--- src/design/vsc_pkg.sv ---
// ----------------------------------------------------------------------------
// vsc_pkg
// Shared types, command codes and constants of the voltage-current capture
// sequencer.
// ----------------------------------------------------------------------------
package vsc_pkg;

   localparam int SAMPLE_DEPTH_DEFAULT = 64;

   localparam logic [2:0] CMD_CONVERT = 3'd0;
   localparam logic [2:0] CMD_START   = 3'd1;
   localparam logic [2:0] CMD_READOUT = 3'd2;
   localparam logic [2:0] CMD_CAL     = 3'd3;
   localparam logic [2:0] CMD_TOGGLE  = 3'd4;

   localparam logic [1:0] MODE_CAL   = 2'd0;
   localparam logic [1:0] MODE_TWO   = 2'd1;
   localparam logic [1:0] MODE_THREE = 2'd2;

   localparam logic [1:0] CH_REF  = 2'd0;
   localparam logic [1:0] CH_VOLT = 2'd1;
   localparam logic [1:0] CH_CURR = 2'd2;
   localparam logic [1:0] CH_GATE = 2'd3;

   localparam logic [15:0] MID_SCALE = 16'd16384;

   typedef struct packed {
      logic [2:0]  cmd;
      logic [15:0] adc_word;
   } req_type;

   typedef struct packed {
      logic               kind;
      logic [5:0]         pair_index;
      logic signed [15:0] load_voltage;
      logic signed [15:0] load_current;
      logic               last;
      logic [14:0]        gate_level;
      logic [6:0]         captured_count;
      logic [1:0]         mode_now;
      logic signed [15:0] offset_now;
   } rsp_type;

   typedef struct packed {
      logic clear_we;
      logic latch_req;
      logic exec;
      logic start_readout;
      logic idx_clear;
      logic idx_inc;
      logic acc_clear;
      logic acc_add;
      logic set_cal;
      logic capture_pair;
      logic load_status;
      logic load_pair;
   } ctrl_cmd_type;

   typedef struct packed {
      logic [2:0] req_cmd;
      logic       mode_cal;
      logic       idx_last;
   } dp_sts_type;

endpackage

--- src/design/vsc_ram.sv ---
// ----------------------------------------------------------------------------
// vsc_ram
// Generic single-write, single-read RAM with registered read data.
// ----------------------------------------------------------------------------
module vsc_ram #(
   parameter int WIDTH = 16,
   parameter int DEPTH = vsc_pkg::SAMPLE_DEPTH_DEFAULT
) (
   input  logic                     clock,
   input  logic                     we,
   input  logic [$clog2(DEPTH)-1:0] waddr,
   input  logic [WIDTH-1:0]         wdata,
   input  logic [$clog2(DEPTH)-1:0] raddr,
   output logic [WIDTH-1:0]         rdata
);

   logic [WIDTH-1:0] mem [DEPTH];
   logic [WIDTH-1:0] rdata_ff;

   always_ff @(posedge clock) begin
      if (we) begin
         mem[waddr] <= wdata;
      end
      rdata_ff <= mem[raddr];
   end

   assign rdata = rdata_ff;

endmodule

--- src/design/vsc_datapath.sv ---
// ----------------------------------------------------------------------------
// vsc_datapath
// Sequencer state, sample stores, offset accumulator and result register.
// ----------------------------------------------------------------------------
module vsc_datapath #(
   parameter int SAMPLE_DEPTH = vsc_pkg::SAMPLE_DEPTH_DEFAULT
) (
   input  logic                  clock,
   input  logic                  reset,
   input  vsc_pkg::req_type      req_data,
   input  vsc_pkg::ctrl_cmd_type cmd,
   output vsc_pkg::dp_sts_type   sts,
   output vsc_pkg::rsp_type      rsp_data
);

   localparam int AW    = $clog2(SAMPLE_DEPTH);
   localparam int CW    = $clog2(SAMPLE_DEPTH + 1);
   localparam int SW    = 17 + AW;
   localparam int SHIFT = $clog2(SAMPLE_DEPTH + 1) - 1;

   vsc_pkg::req_type req_ff, req_in;
   logic [1:0]          channel_ff, channel_in;
   logic [14:0]         ref_ff, ref_in;
   logic [14:0]         gate_ff, gate_in;
   logic [CW-1:0]       count_ff, count_in;
   logic [15:0]         offset_ff, offset_in;
   logic [1:0]          mode_ff, mode_in;
   logic                sent_ff, sent_in;
   logic                sub_ff, sub_in;
   logic [AW-1:0]       idx_ff, idx_in;
   logic signed [SW-1:0] acc_ff, acc_in;
   logic [15:0]         vhold_ff, vhold_in;
   logic [15:0]         chold_ff, chold_in;
   vsc_pkg::rsp_type    rsp_ff, rsp_in;

   logic [14:0] h;
   logic        room;
   logic        idx_last;
   logic        conv;
   logic        volt_we, cur_we;
   logic [AW-1:0] volt_waddr, cur_waddr;
   logic [15:0] volt_wdata, cur_wdata;
   logic [15:0] volt_rdata, cur_rdata;
   logic [15:0] cur_wb;

   assign h        = req_ff.adc_word[15:1];
   assign room     = count_ff < CW'(SAMPLE_DEPTH);
   assign idx_last = idx_ff == AW'(SAMPLE_DEPTH - 1);
   assign conv     = cmd.exec && (req_ff.cmd == vsc_pkg::CMD_CONVERT) && room;
   assign cur_wb   = cur_rdata - offset_ff;

   assign volt_we    = cmd.clear_we || (conv && channel_ff == vsc_pkg::CH_VOLT);
   assign volt_waddr = cmd.clear_we ? idx_ff : count_ff[AW-1:0];
   assign volt_wdata = cmd.clear_we ? 16'd0 : ({1'b0, h} - {1'b0, ref_ff});

   assign cur_we    = cmd.clear_we || (conv && channel_ff == vsc_pkg::CH_CURR)
                      || (cmd.capture_pair && sub_ff);
   assign cur_waddr = cmd.exec ? count_ff[AW-1:0] : idx_ff;

   always_comb begin
      priority if (cmd.clear_we) begin
         cur_wdata = 16'd0;
      end else if (cmd.exec) begin
         cur_wdata = {1'b0, h} - vsc_pkg::MID_SCALE;
      end else begin
         cur_wdata = cur_wb;
      end
   end

   vsc_ram #(.WIDTH(16), .DEPTH(SAMPLE_DEPTH)) u_volt_ram (
      .clock (clock),
      .we    (volt_we),
      .waddr (volt_waddr),
      .wdata (volt_wdata),
      .raddr (idx_ff),
      .rdata (volt_rdata)
   );

   vsc_ram #(.WIDTH(16), .DEPTH(SAMPLE_DEPTH)) u_cur_ram (
      .clock (clock),
      .we    (cur_we),
      .waddr (cur_waddr),
      .wdata (cur_wdata),
      .raddr (idx_ff),
      .rdata (cur_rdata)
   );

   always_comb begin
      req_in     = cmd.latch_req ? req_data : req_ff;
      channel_in = channel_ff;
      ref_in     = ref_ff;
      gate_in    = gate_ff;
      count_in   = count_ff;
      offset_in  = offset_ff;
      mode_in    = mode_ff;
      sent_in    = sent_ff;
      sub_in     = sub_ff;
      idx_in     = idx_ff;
      acc_in     = acc_ff;
      vhold_in   = vhold_ff;
      chold_in   = chold_ff;
      rsp_in     = rsp_ff;

      if (cmd.exec) begin
         unique case (req_ff.cmd)
            vsc_pkg::CMD_CONVERT: begin
               channel_in = channel_ff + 2'd1;
               unique case (channel_ff)
                  vsc_pkg::CH_REF:  ref_in = h;
                  vsc_pkg::CH_VOLT: ;
                  vsc_pkg::CH_CURR: begin
                     if (room) begin
                        count_in = count_ff + CW'(1);
                     end
                  end
                  vsc_pkg::CH_GATE: gate_in = h;
               endcase
            end
            vsc_pkg::CMD_START: begin
               if (sent_ff) begin
                  count_in = '0;
                  sent_in  = 1'b0;
               end
            end
            vsc_pkg::CMD_CAL: mode_in = vsc_pkg::MODE_CAL;
            vsc_pkg::CMD_TOGGLE: begin
               mode_in = (mode_ff == vsc_pkg::MODE_TWO) ? vsc_pkg::MODE_THREE
                                                         : vsc_pkg::MODE_TWO;
            end
            default: ;
         endcase
      end

      if (cmd.start_readout) begin
         sent_in = 1'b1;
         sub_in  = mode_ff == vsc_pkg::MODE_TWO;
      end

      if (cmd.set_cal) begin
         offset_in = 16'(acc_ff >>> SHIFT);
         mode_in   = vsc_pkg::MODE_TWO;
      end

      priority if (cmd.idx_clear) begin
         idx_in = '0;
      end else if (cmd.idx_inc) begin
         idx_in = idx_ff + AW'(1);
      end else begin
         idx_in = idx_ff;
      end

      priority if (cmd.acc_clear) begin
         acc_in = '0;
      end else if (cmd.acc_add) begin
         acc_in = acc_ff + SW'(signed'(cur_rdata));
      end else begin
         acc_in = acc_ff;
      end

      if (cmd.capture_pair) begin
         vhold_in = volt_rdata;
         chold_in = sub_ff ? cur_wb : cur_rdata;
      end

      if (cmd.load_status || cmd.load_pair) begin
         rsp_in.kind           = cmd.load_pair;
         rsp_in.pair_index     = cmd.load_pair ? 6'(idx_ff) : 6'd0;
         rsp_in.load_voltage   = cmd.load_pair ? vhold_ff : 16'd0;
         rsp_in.load_current   = cmd.load_pair ? chold_ff : 16'd0;
         rsp_in.last           = cmd.load_status || idx_last;
         rsp_in.gate_level     = gate_ff;
         rsp_in.captured_count = 7'(count_ff);
         rsp_in.mode_now       = mode_ff;
         rsp_in.offset_now     = offset_ff;
      end
   end

   always_ff @(posedge clock) begin
      if (reset) begin
         channel_ff <= vsc_pkg::CH_CURR;
         ref_ff     <= '0;
         gate_ff    <= '0;
         count_ff   <= '0;
         offset_ff  <= '0;
         mode_ff    <= vsc_pkg::MODE_TWO;
         sent_ff    <= 1'b0;
         sub_ff     <= 1'b0;
         idx_ff     <= '0;
      end else begin
         channel_ff <= channel_in;
         ref_ff     <= ref_in;
         gate_ff    <= gate_in;
         count_ff   <= count_in;
         offset_ff  <= offset_in;
         mode_ff    <= mode_in;
         sent_ff    <= sent_in;
         sub_ff     <= sub_in;
         idx_ff     <= idx_in;
      end
      req_ff   <= req_in;
      acc_ff   <= acc_in;
      vhold_ff <= vhold_in;
      chold_ff <= chold_in;
      rsp_ff   <= rsp_in;
   end

   assign sts.req_cmd  = req_ff.cmd;
   assign sts.mode_cal = mode_ff == vsc_pkg::MODE_CAL;
   assign sts.idx_last = idx_last;
   assign rsp_data     = rsp_ff;

   a_count_bound: assert property (@(posedge clock) disable iff (reset)
      count_ff <= CW'(SAMPLE_DEPTH))
      else $error("sample count above store depth");

   a_readout_sent: assert property (@(posedge clock) disable iff (reset)
      cmd.start_readout |=> sent_ff)
      else $error("readout did not mark sweep sent");

   a_cal_mode: assert property (@(posedge clock) disable iff (reset)
      cmd.set_cal |=> (mode_ff == vsc_pkg::MODE_TWO))
      else $error("calibration did not return to two-terminal mode");

endmodule

--- src/design/vsc_ctrl.sv ---
// ----------------------------------------------------------------------------
// vsc_ctrl
// Controller: clearing pass, command dispatch, offset pass and pair readout.
// ----------------------------------------------------------------------------
module vsc_ctrl (
   input  logic                  clock,
   input  logic                  reset,
   input  logic                  req_valid,
   output logic                  req_ready,
   output logic                  rsp_valid,
   input  logic                  rsp_ready,
   input  vsc_pkg::dp_sts_type   sts,
   output vsc_pkg::ctrl_cmd_type cmd
);

   typedef enum logic [3:0] {
      ST_CLEAR,
      ST_IDLE,
      ST_DISPATCH,
      ST_STATUS,
      ST_SUM_ADDR,
      ST_SUM_ACC,
      ST_SUM_DONE,
      ST_RD_ADDR,
      ST_RD_DATA,
      ST_EMIT
   } state_type;

   state_type state_ff, state_in;
   logic      rsp_valid_ff, rsp_valid_in;
   logic      rsp_free;

   assign rsp_free  = !rsp_valid_ff || rsp_ready;
   assign req_ready = state_ff == ST_IDLE;
   assign rsp_valid = rsp_valid_ff;

   always_comb begin
      cmd      = '0;
      state_in = state_ff;
      unique case (state_ff)
         ST_CLEAR: begin
            cmd.clear_we = 1'b1;
            if (sts.idx_last) begin
               cmd.idx_clear = 1'b1;
               state_in      = ST_IDLE;
            end else begin
               cmd.idx_inc = 1'b1;
            end
         end
         ST_IDLE: begin
            if (req_valid) begin
               cmd.latch_req = 1'b1;
               state_in      = ST_DISPATCH;
            end
         end
         ST_DISPATCH: begin
            if (sts.req_cmd == vsc_pkg::CMD_READOUT) begin
               cmd.start_readout = 1'b1;
               cmd.idx_clear     = 1'b1;
               cmd.acc_clear     = 1'b1;
               state_in          = sts.mode_cal ? ST_SUM_ADDR : ST_RD_ADDR;
            end else begin
               cmd.exec = 1'b1;
               state_in = ST_STATUS;
            end
         end
         ST_STATUS: begin
            if (rsp_free) begin
               cmd.load_status = 1'b1;
               state_in        = ST_IDLE;
            end
         end
         ST_SUM_ADDR: state_in = ST_SUM_ACC;
         ST_SUM_ACC: begin
            cmd.acc_add = 1'b1;
            if (sts.idx_last) begin
               cmd.idx_clear = 1'b1;
               state_in      = ST_SUM_DONE;
            end else begin
               cmd.idx_inc = 1'b1;
               state_in    = ST_SUM_ADDR;
            end
         end
         ST_SUM_DONE: begin
            cmd.set_cal = 1'b1;
            state_in    = ST_RD_ADDR;
         end
         ST_RD_ADDR: state_in = ST_RD_DATA;
         ST_RD_DATA: begin
            cmd.capture_pair = 1'b1;
            state_in         = ST_EMIT;
         end
         ST_EMIT: begin
            if (rsp_free) begin
               cmd.load_pair = 1'b1;
               if (sts.idx_last) begin
                  cmd.idx_clear = 1'b1;
                  state_in      = ST_IDLE;
               end else begin
                  cmd.idx_inc = 1'b1;
                  state_in    = ST_RD_ADDR;
               end
            end
         end
         default: state_in = ST_IDLE;
      endcase
   end

   always_comb begin
      priority if (cmd.load_status || cmd.load_pair) begin
         rsp_valid_in = 1'b1;
      end else if (rsp_ready) begin
         rsp_valid_in = 1'b0;
      end else begin
         rsp_valid_in = rsp_valid_ff;
      end
   end

   always_ff @(posedge clock) begin
      if (reset) begin
         state_ff     <= ST_CLEAR;
         rsp_valid_ff <= 1'b0;
      end else begin
         state_ff     <= state_in;
         rsp_valid_ff <= rsp_valid_in;
      end
   end

   a_no_overwrite: assert property (@(posedge clock) disable iff (reset)
      (cmd.load_status || cmd.load_pair) |-> (!rsp_valid_ff || rsp_ready))
      else $error("result register loaded while a result waits");

endmodule

--- src/design/vi_sample_capture_sequencer.sv ---
// ----------------------------------------------------------------------------
// vi_sample_capture_sequencer
// Voltage-current capture for one sweep: four-step converter sequencer,
// sample stores, offset calibration and pair readout.
//
//   channel  direction  payload            handshake
//   req_     in         vsc_pkg::req_type  req_valid / req_ready
//   rsp_     out        vsc_pkg::rsp_type  rsp_valid / rsp_ready
//
// After reset a clearing pass zeroes every address of both stores;
// req_ready stays low until it is done.
// A non-readout item is latched on accept, executed in the dispatch state and
// its result loaded in the status state, which waits on the result register;
// the controller then returns to idle for the next item. Readout goes through
// store read, capture and emit for each pair; calibration mode first runs an
// offset pass over the current store.
// A stalled rsp_ready holds the result register; the next item is taken
// while the last result still waits.
// ----------------------------------------------------------------------------
module vi_sample_capture_sequencer #(
   parameter int SAMPLE_DEPTH = vsc_pkg::SAMPLE_DEPTH_DEFAULT
) (
   input  logic             clock,
   input  logic             reset,
   input  logic             req_valid,
   output logic             req_ready,
   input  vsc_pkg::req_type req_data,
   output logic             rsp_valid,
   input  logic             rsp_ready,
   output vsc_pkg::rsp_type rsp_data
);

   vsc_pkg::ctrl_cmd_type cmd;
   vsc_pkg::dp_sts_type   sts;

   vsc_ctrl u_ctrl (
      .clock     (clock),
      .reset     (reset),
      .req_valid (req_valid),
      .req_ready (req_ready),
      .rsp_valid (rsp_valid),
      .rsp_ready (rsp_ready),
      .sts       (sts),
      .cmd       (cmd)
   );

   vsc_datapath #(.SAMPLE_DEPTH(SAMPLE_DEPTH)) u_datapath (
      .clock    (clock),
      .reset    (reset),
      .req_data (req_data),
      .cmd      (cmd),
      .sts      (sts),
      .rsp_data (rsp_data)
   );

endmodule
--- config.mk ---
export PLATFORM = sky130hd
export DESIGN_NAME = vi_sample_capture_sequencer
export DESIGN_NICKNAME = d
export VERILOG_FILES = /design/src/design/vsc_pkg.sv /design/src/design/vsc_ram.sv /design/src/design/vsc_datapath.sv /design/src/design/vsc_ctrl.sv /design/src/design/vi_sample_capture_sequencer.sv
export SDC_FILE = /design/constraint.sdc
export NUM_CORES = 2
export LEC_CHECK = 0
export BUFFER_PORTS_ARGS = -buffer_cell sky130_fd_sc_hd__clkbuf_2
export CORE_MARGIN = 5
export CORE_UTILIZATION = 64
export CTS_CLUSTER_DIAMETER = 80
export DETAILED_ROUTE_END_ITERATION = 8
export HOLD_SLACK_MARGIN = 0.15
export PLACE_DENSITY_LB_ADDON = 0.2
export SLEW_MARGIN = 15
export SYNTH_ARGS = -nofsm -noshare
export SYNTH_HDL_FRONTEND = slang
export SYNTH_SLANG_ARGS = --single-unit
--- constraint.sdc ---
create_clock -name clock -period 15.83 [get_ports clock]
set_input_delay 1.583 -clock clock [delete_from_list [all_inputs] [get_ports clock]]
set_output_delay 1.583 -clock clock [all_outputs]
set_load 0.05 [all_outputs]
==> impl_metrics.py <==
metrics = {
    "run_status": {
        "run_status": "finished with violations",
        "violations": "DRC",
    },
    "yosys": {
        "yosys.area_share.simple": 0.0348,
        "yosysMostFrequentCell": "edfxtp_1",
        "synth_area_leaders": "edfxtp_1, mux4_2, dfxtp_1, a21oi_1, nor2_1",
        "ys_seq_area_frac": 0.751,
        "synth_commonest_cells": "edfxtp_1, mux4_2, nor2_1",
        "synth_edf_count": 2178,
        "synthCells": 4449,
        "synth_area_sq_um": 90400,
        "ys.flop_type": "edfxtp_1",
        "synth_top_area_frac": 0.723,
        "syn_nets": 4533,
        "avgSynthCellArea_sq_um": 20.3,
        "synth_top_family_by_area": "multiplexers",
        "synth-seq-cells": 2302,
        "synthDistinctLibCells": 65,
        "synthMuxAreaShare": 0.159,
        "synth-async-reset-ratio": 0,
        "synth_adder_area_share": 0.00869,
        "yosys.area.top_type": "edfxtp_1",
        "yosysWarnings": 0,
        "synth_compound_area_frac": 0.0282,
        "synth-xor-area-share": 0.00407,
    },
    "clock_tree": {
        "clock-root-buffer": "clkbuf_16",
        "cts-hold-fix-buffers": 0,
        "cts_buffers": 216,
        "clkSinkCount": 2302,
        "htree_levels": 4,
        "cts_buffer_depth": 3,
        "postCtsSetupBuffers": 0,
        "tritoncts": "built",
        "path_clk_slew_ps": 60,
        "cts_resized": 0,
        "clock_latency_ps": 860,
    },
    "floorplan": {
        "pin_count": 105,
        "core_sq_um": 141000,
        "fp.dieW_um": 386,
        "start_util": 0.642,
        "die_height_um": 386,
        "die_area_sq_um": 149000,
        "rows": 138,
    },
    "power_and_ir_drop": {
        "ir_drop_v": 0.000124,
        "cellLeakagePower_nw": 32.2,
        "p_per_area_nw_per_um2": 124,
    },
    "place": {
        "port_buffers": 103,
        "dp_hpwl_um": 121000,
        "globalplace.congestion": 0.865,
        "place_area_sq_um": 94100,
    },
    "grt": {
        "track_usage": 0.296,
        "first_global_vias": 45300,
        "grt_pass1_wl_um": 313000,
        "grt_overflow": 0,
        "grt_max_degree": 153,
        "antenna_found_initial": 12,
    },
    "worst_setup_path": {
        "r2r_cells": 7,
        "worstSetupStartpointType": "register",
        "path_max_fanout": 97,
        "setup.worst_path.class": "register to register",
        "r2r_start": "u_datapath.idx_ff[0]",
        "worstPathArrival_ps": 5740,
        "required_ps": 16540,
        "cp-end-kind": "register",
        "r2r_slack_ps": 10800,
        "r2r-end": "u_datapath.u_volt_ram.rdata[9]",
    },
    "timing": {
        "max-slew-margin-rel": 0.190,
        "max_freq_ghz": 0.199,
        "finalCriticalPeriod_ps": 5030,
        "finClkSkew_ps": 72.7,
        "grt_setup_unrepaired": "no",
        "hold-worst-slack_ps": 409,
        "setup_viol_count_final": 0,
        "finalMaxSlewViolations": 0,
        "worst_slew_pin_slew_ps": 1210,
        "fin_setup_tns_ps": 0,
        "fin_crit_sh": 0.318,
        "hold_violations": 0,
    },
    "route": {
        "drc": 1,
        "avgViaCountPerCell": 6.73,
        "via_count": 45900,
        "wire_per_inst_um": 31.8,
        "drt_iter0_drc": 5856,
        "detail-route-antenna-nets": 0,
        "drt_first_pass_iters": 9,
        "wirelength_um": 217000,
    },
    "min_path": {
        "whs_path_depth": 0,
        "min_path_type": "register to register",
        "min_from": "u_datapath.u_volt_ram.rdata[3]",
        "holdPathEnd": "u_datapath.vhold_ff[3]",
    },
    "layout": {
        "seqCellArea_sq_um": 67900,
        "syn_to_final_growth_pct": 11.9,
        "fillCellCount": 8203,
        "multi_input_area_sq_um": 21600,
        "design_area_sq_um": 101000,
        "post-route-util": 0.718,
        "finalNetCount": 4821,
        "drive_gt1_frac": 0.264,
    },
    "run": {
        "maxCapViolCount": 0,
    },
}
## cell type report
| class | instances | share of cell area |
|---|---|---|
| Multi-Input combinational cell | 1866 | 0.213 |
| Clock inverter | 127 | 0.0118 |
| Timing Repair Buffer | 304 | 0.0205 |
| Inverter | 47 | 0.00176 |
| Sequential cell | 2302 | 0.671 |
| Clock buffer | 279 | 0.0578 |
| Tap cell | 1890 | 0.0234 |
| Antenna cell | 1 | 0.0000247 |
## layer usage
metal	global-route usage	part of all wire	up-vias
met5	0.00992	0.0012	-
met4	0.0961	0.034	12
met3	0.0860	0.12	386
met2	0.455	0.47	2794
met1	0.419	0.37	23800
li1	-	-	18800
## where the power goes
group / total (mW) / switching [mW] / leakage, nW / internal, mW
Clock: 5.08 / 2.24 / 3.42 / 2.85
Sequential: 6.67 / 0.0528 / 21.1 / 6.62
Combinational: 0.769 / 0.422 / 7.68 / 0.348
Total: 12.5 / 2.71 / 32.2 / 9.81
## cells by family after synthesis
group           count (synthesis)
flops                        2302
simple gates                  669
xor+xnor                       42
compound gates                414
buf+inv                       281
mux                           680
fa+ha+maj                      61
## worst max-delay path: stages, from the launching register on
cell,delay (ps)
dfxtp_4,850
buf_12,690
buf_4,740
buf_4,790
mux4_2,610
mux4_2,550
mux2i_1,410
a21oi_1,130
## sequential cells by signal (all words and copies together), names as in the netlist, 6 cells and up
signal                       flops
u_datapath.u_cur_ram.mem      1024
u_datapath.u_volt_ram.mem     1024
u_datapath.rsp_data             80
u_datapath.acc_ff               22
u_datapath.chold_ff             16
u_datapath.offset_ff            16
u_datapath.u_cur_ram.rdata      16
u_datapath.u_volt_ram.rdata     16
u_datapath.vhold_ff             16
u_datapath.gate_ff              15
u_datapath.h                    15
u_datapath.ref_ff               15
u_datapath.count_ff              7
u_datapath.idx_ff                6
## layout by cell type (no fill, tap or decap), types with 10 or more instances in the layout
cell / count
a211oi_1: 67
a21o_1: 14
a21oi_1: 171
a311oi_1: 10
and2_1: 39
and3_1: 12
buf_4: 197
bufinv_16: 14
clkbuf_1: 45
clkbuf_16: 218
clkbuf_2: 103
clkbuf_8: 16
clkinv_1: 44
clkinv_2: 42
dfxtp_1: 118
edfxtp_1: 2178
ha_1: 58
inv_1: 45
mux2i_1: 64
mux4_2: 606
nand2_1: 186
nand2b_1: 16
nand3_1: 75
nor2_1: 182
nor2_2: 11
nor2_4: 12
nor2b_1: 73
nor3_1: 19
o21ai_0: 63
xnor2_1: 26
xor2_1: 16
## worst max-delay path by stage
stage	start	endpoint	slack [ps]	cells past startpoint
6_report	u_datapath.idx_ff[0]	u_datapath.u_volt_ram.rdata[9]	10800	7
5_1_grt	u_datapath.idx_ff[0]	u_datapath.u_volt_ram.rdata[9]	10310	7
4_1_cts	u_datapath.idx_ff[0]	u_datapath.u_volt_ram.rdata[9]	10650	7
3_5_place_dp	u_datapath.idx_ff[0]	u_datapath.u_volt_ram.rdata[9]	10630	7
3_3_place_gp	u_datapath.idx_ff[0]	u_datapath.u_volt_ram.rdata[9]	10650	7
2_1_floorplan	rsp_ready	u_datapath.rsp_data[0]	10310	2
## through the flow
stage               setup WS [ps]  cells  power, mW
finish                      10800   6816       12.5
global route                10310   6815       12.9
CTS                         10650   6815       12.6
detailed placement          10630   6409       7.56
global placement            10650   6409       7.54
floorplan                   10310   4449       7.32
(Power assumes the default switching activity.)
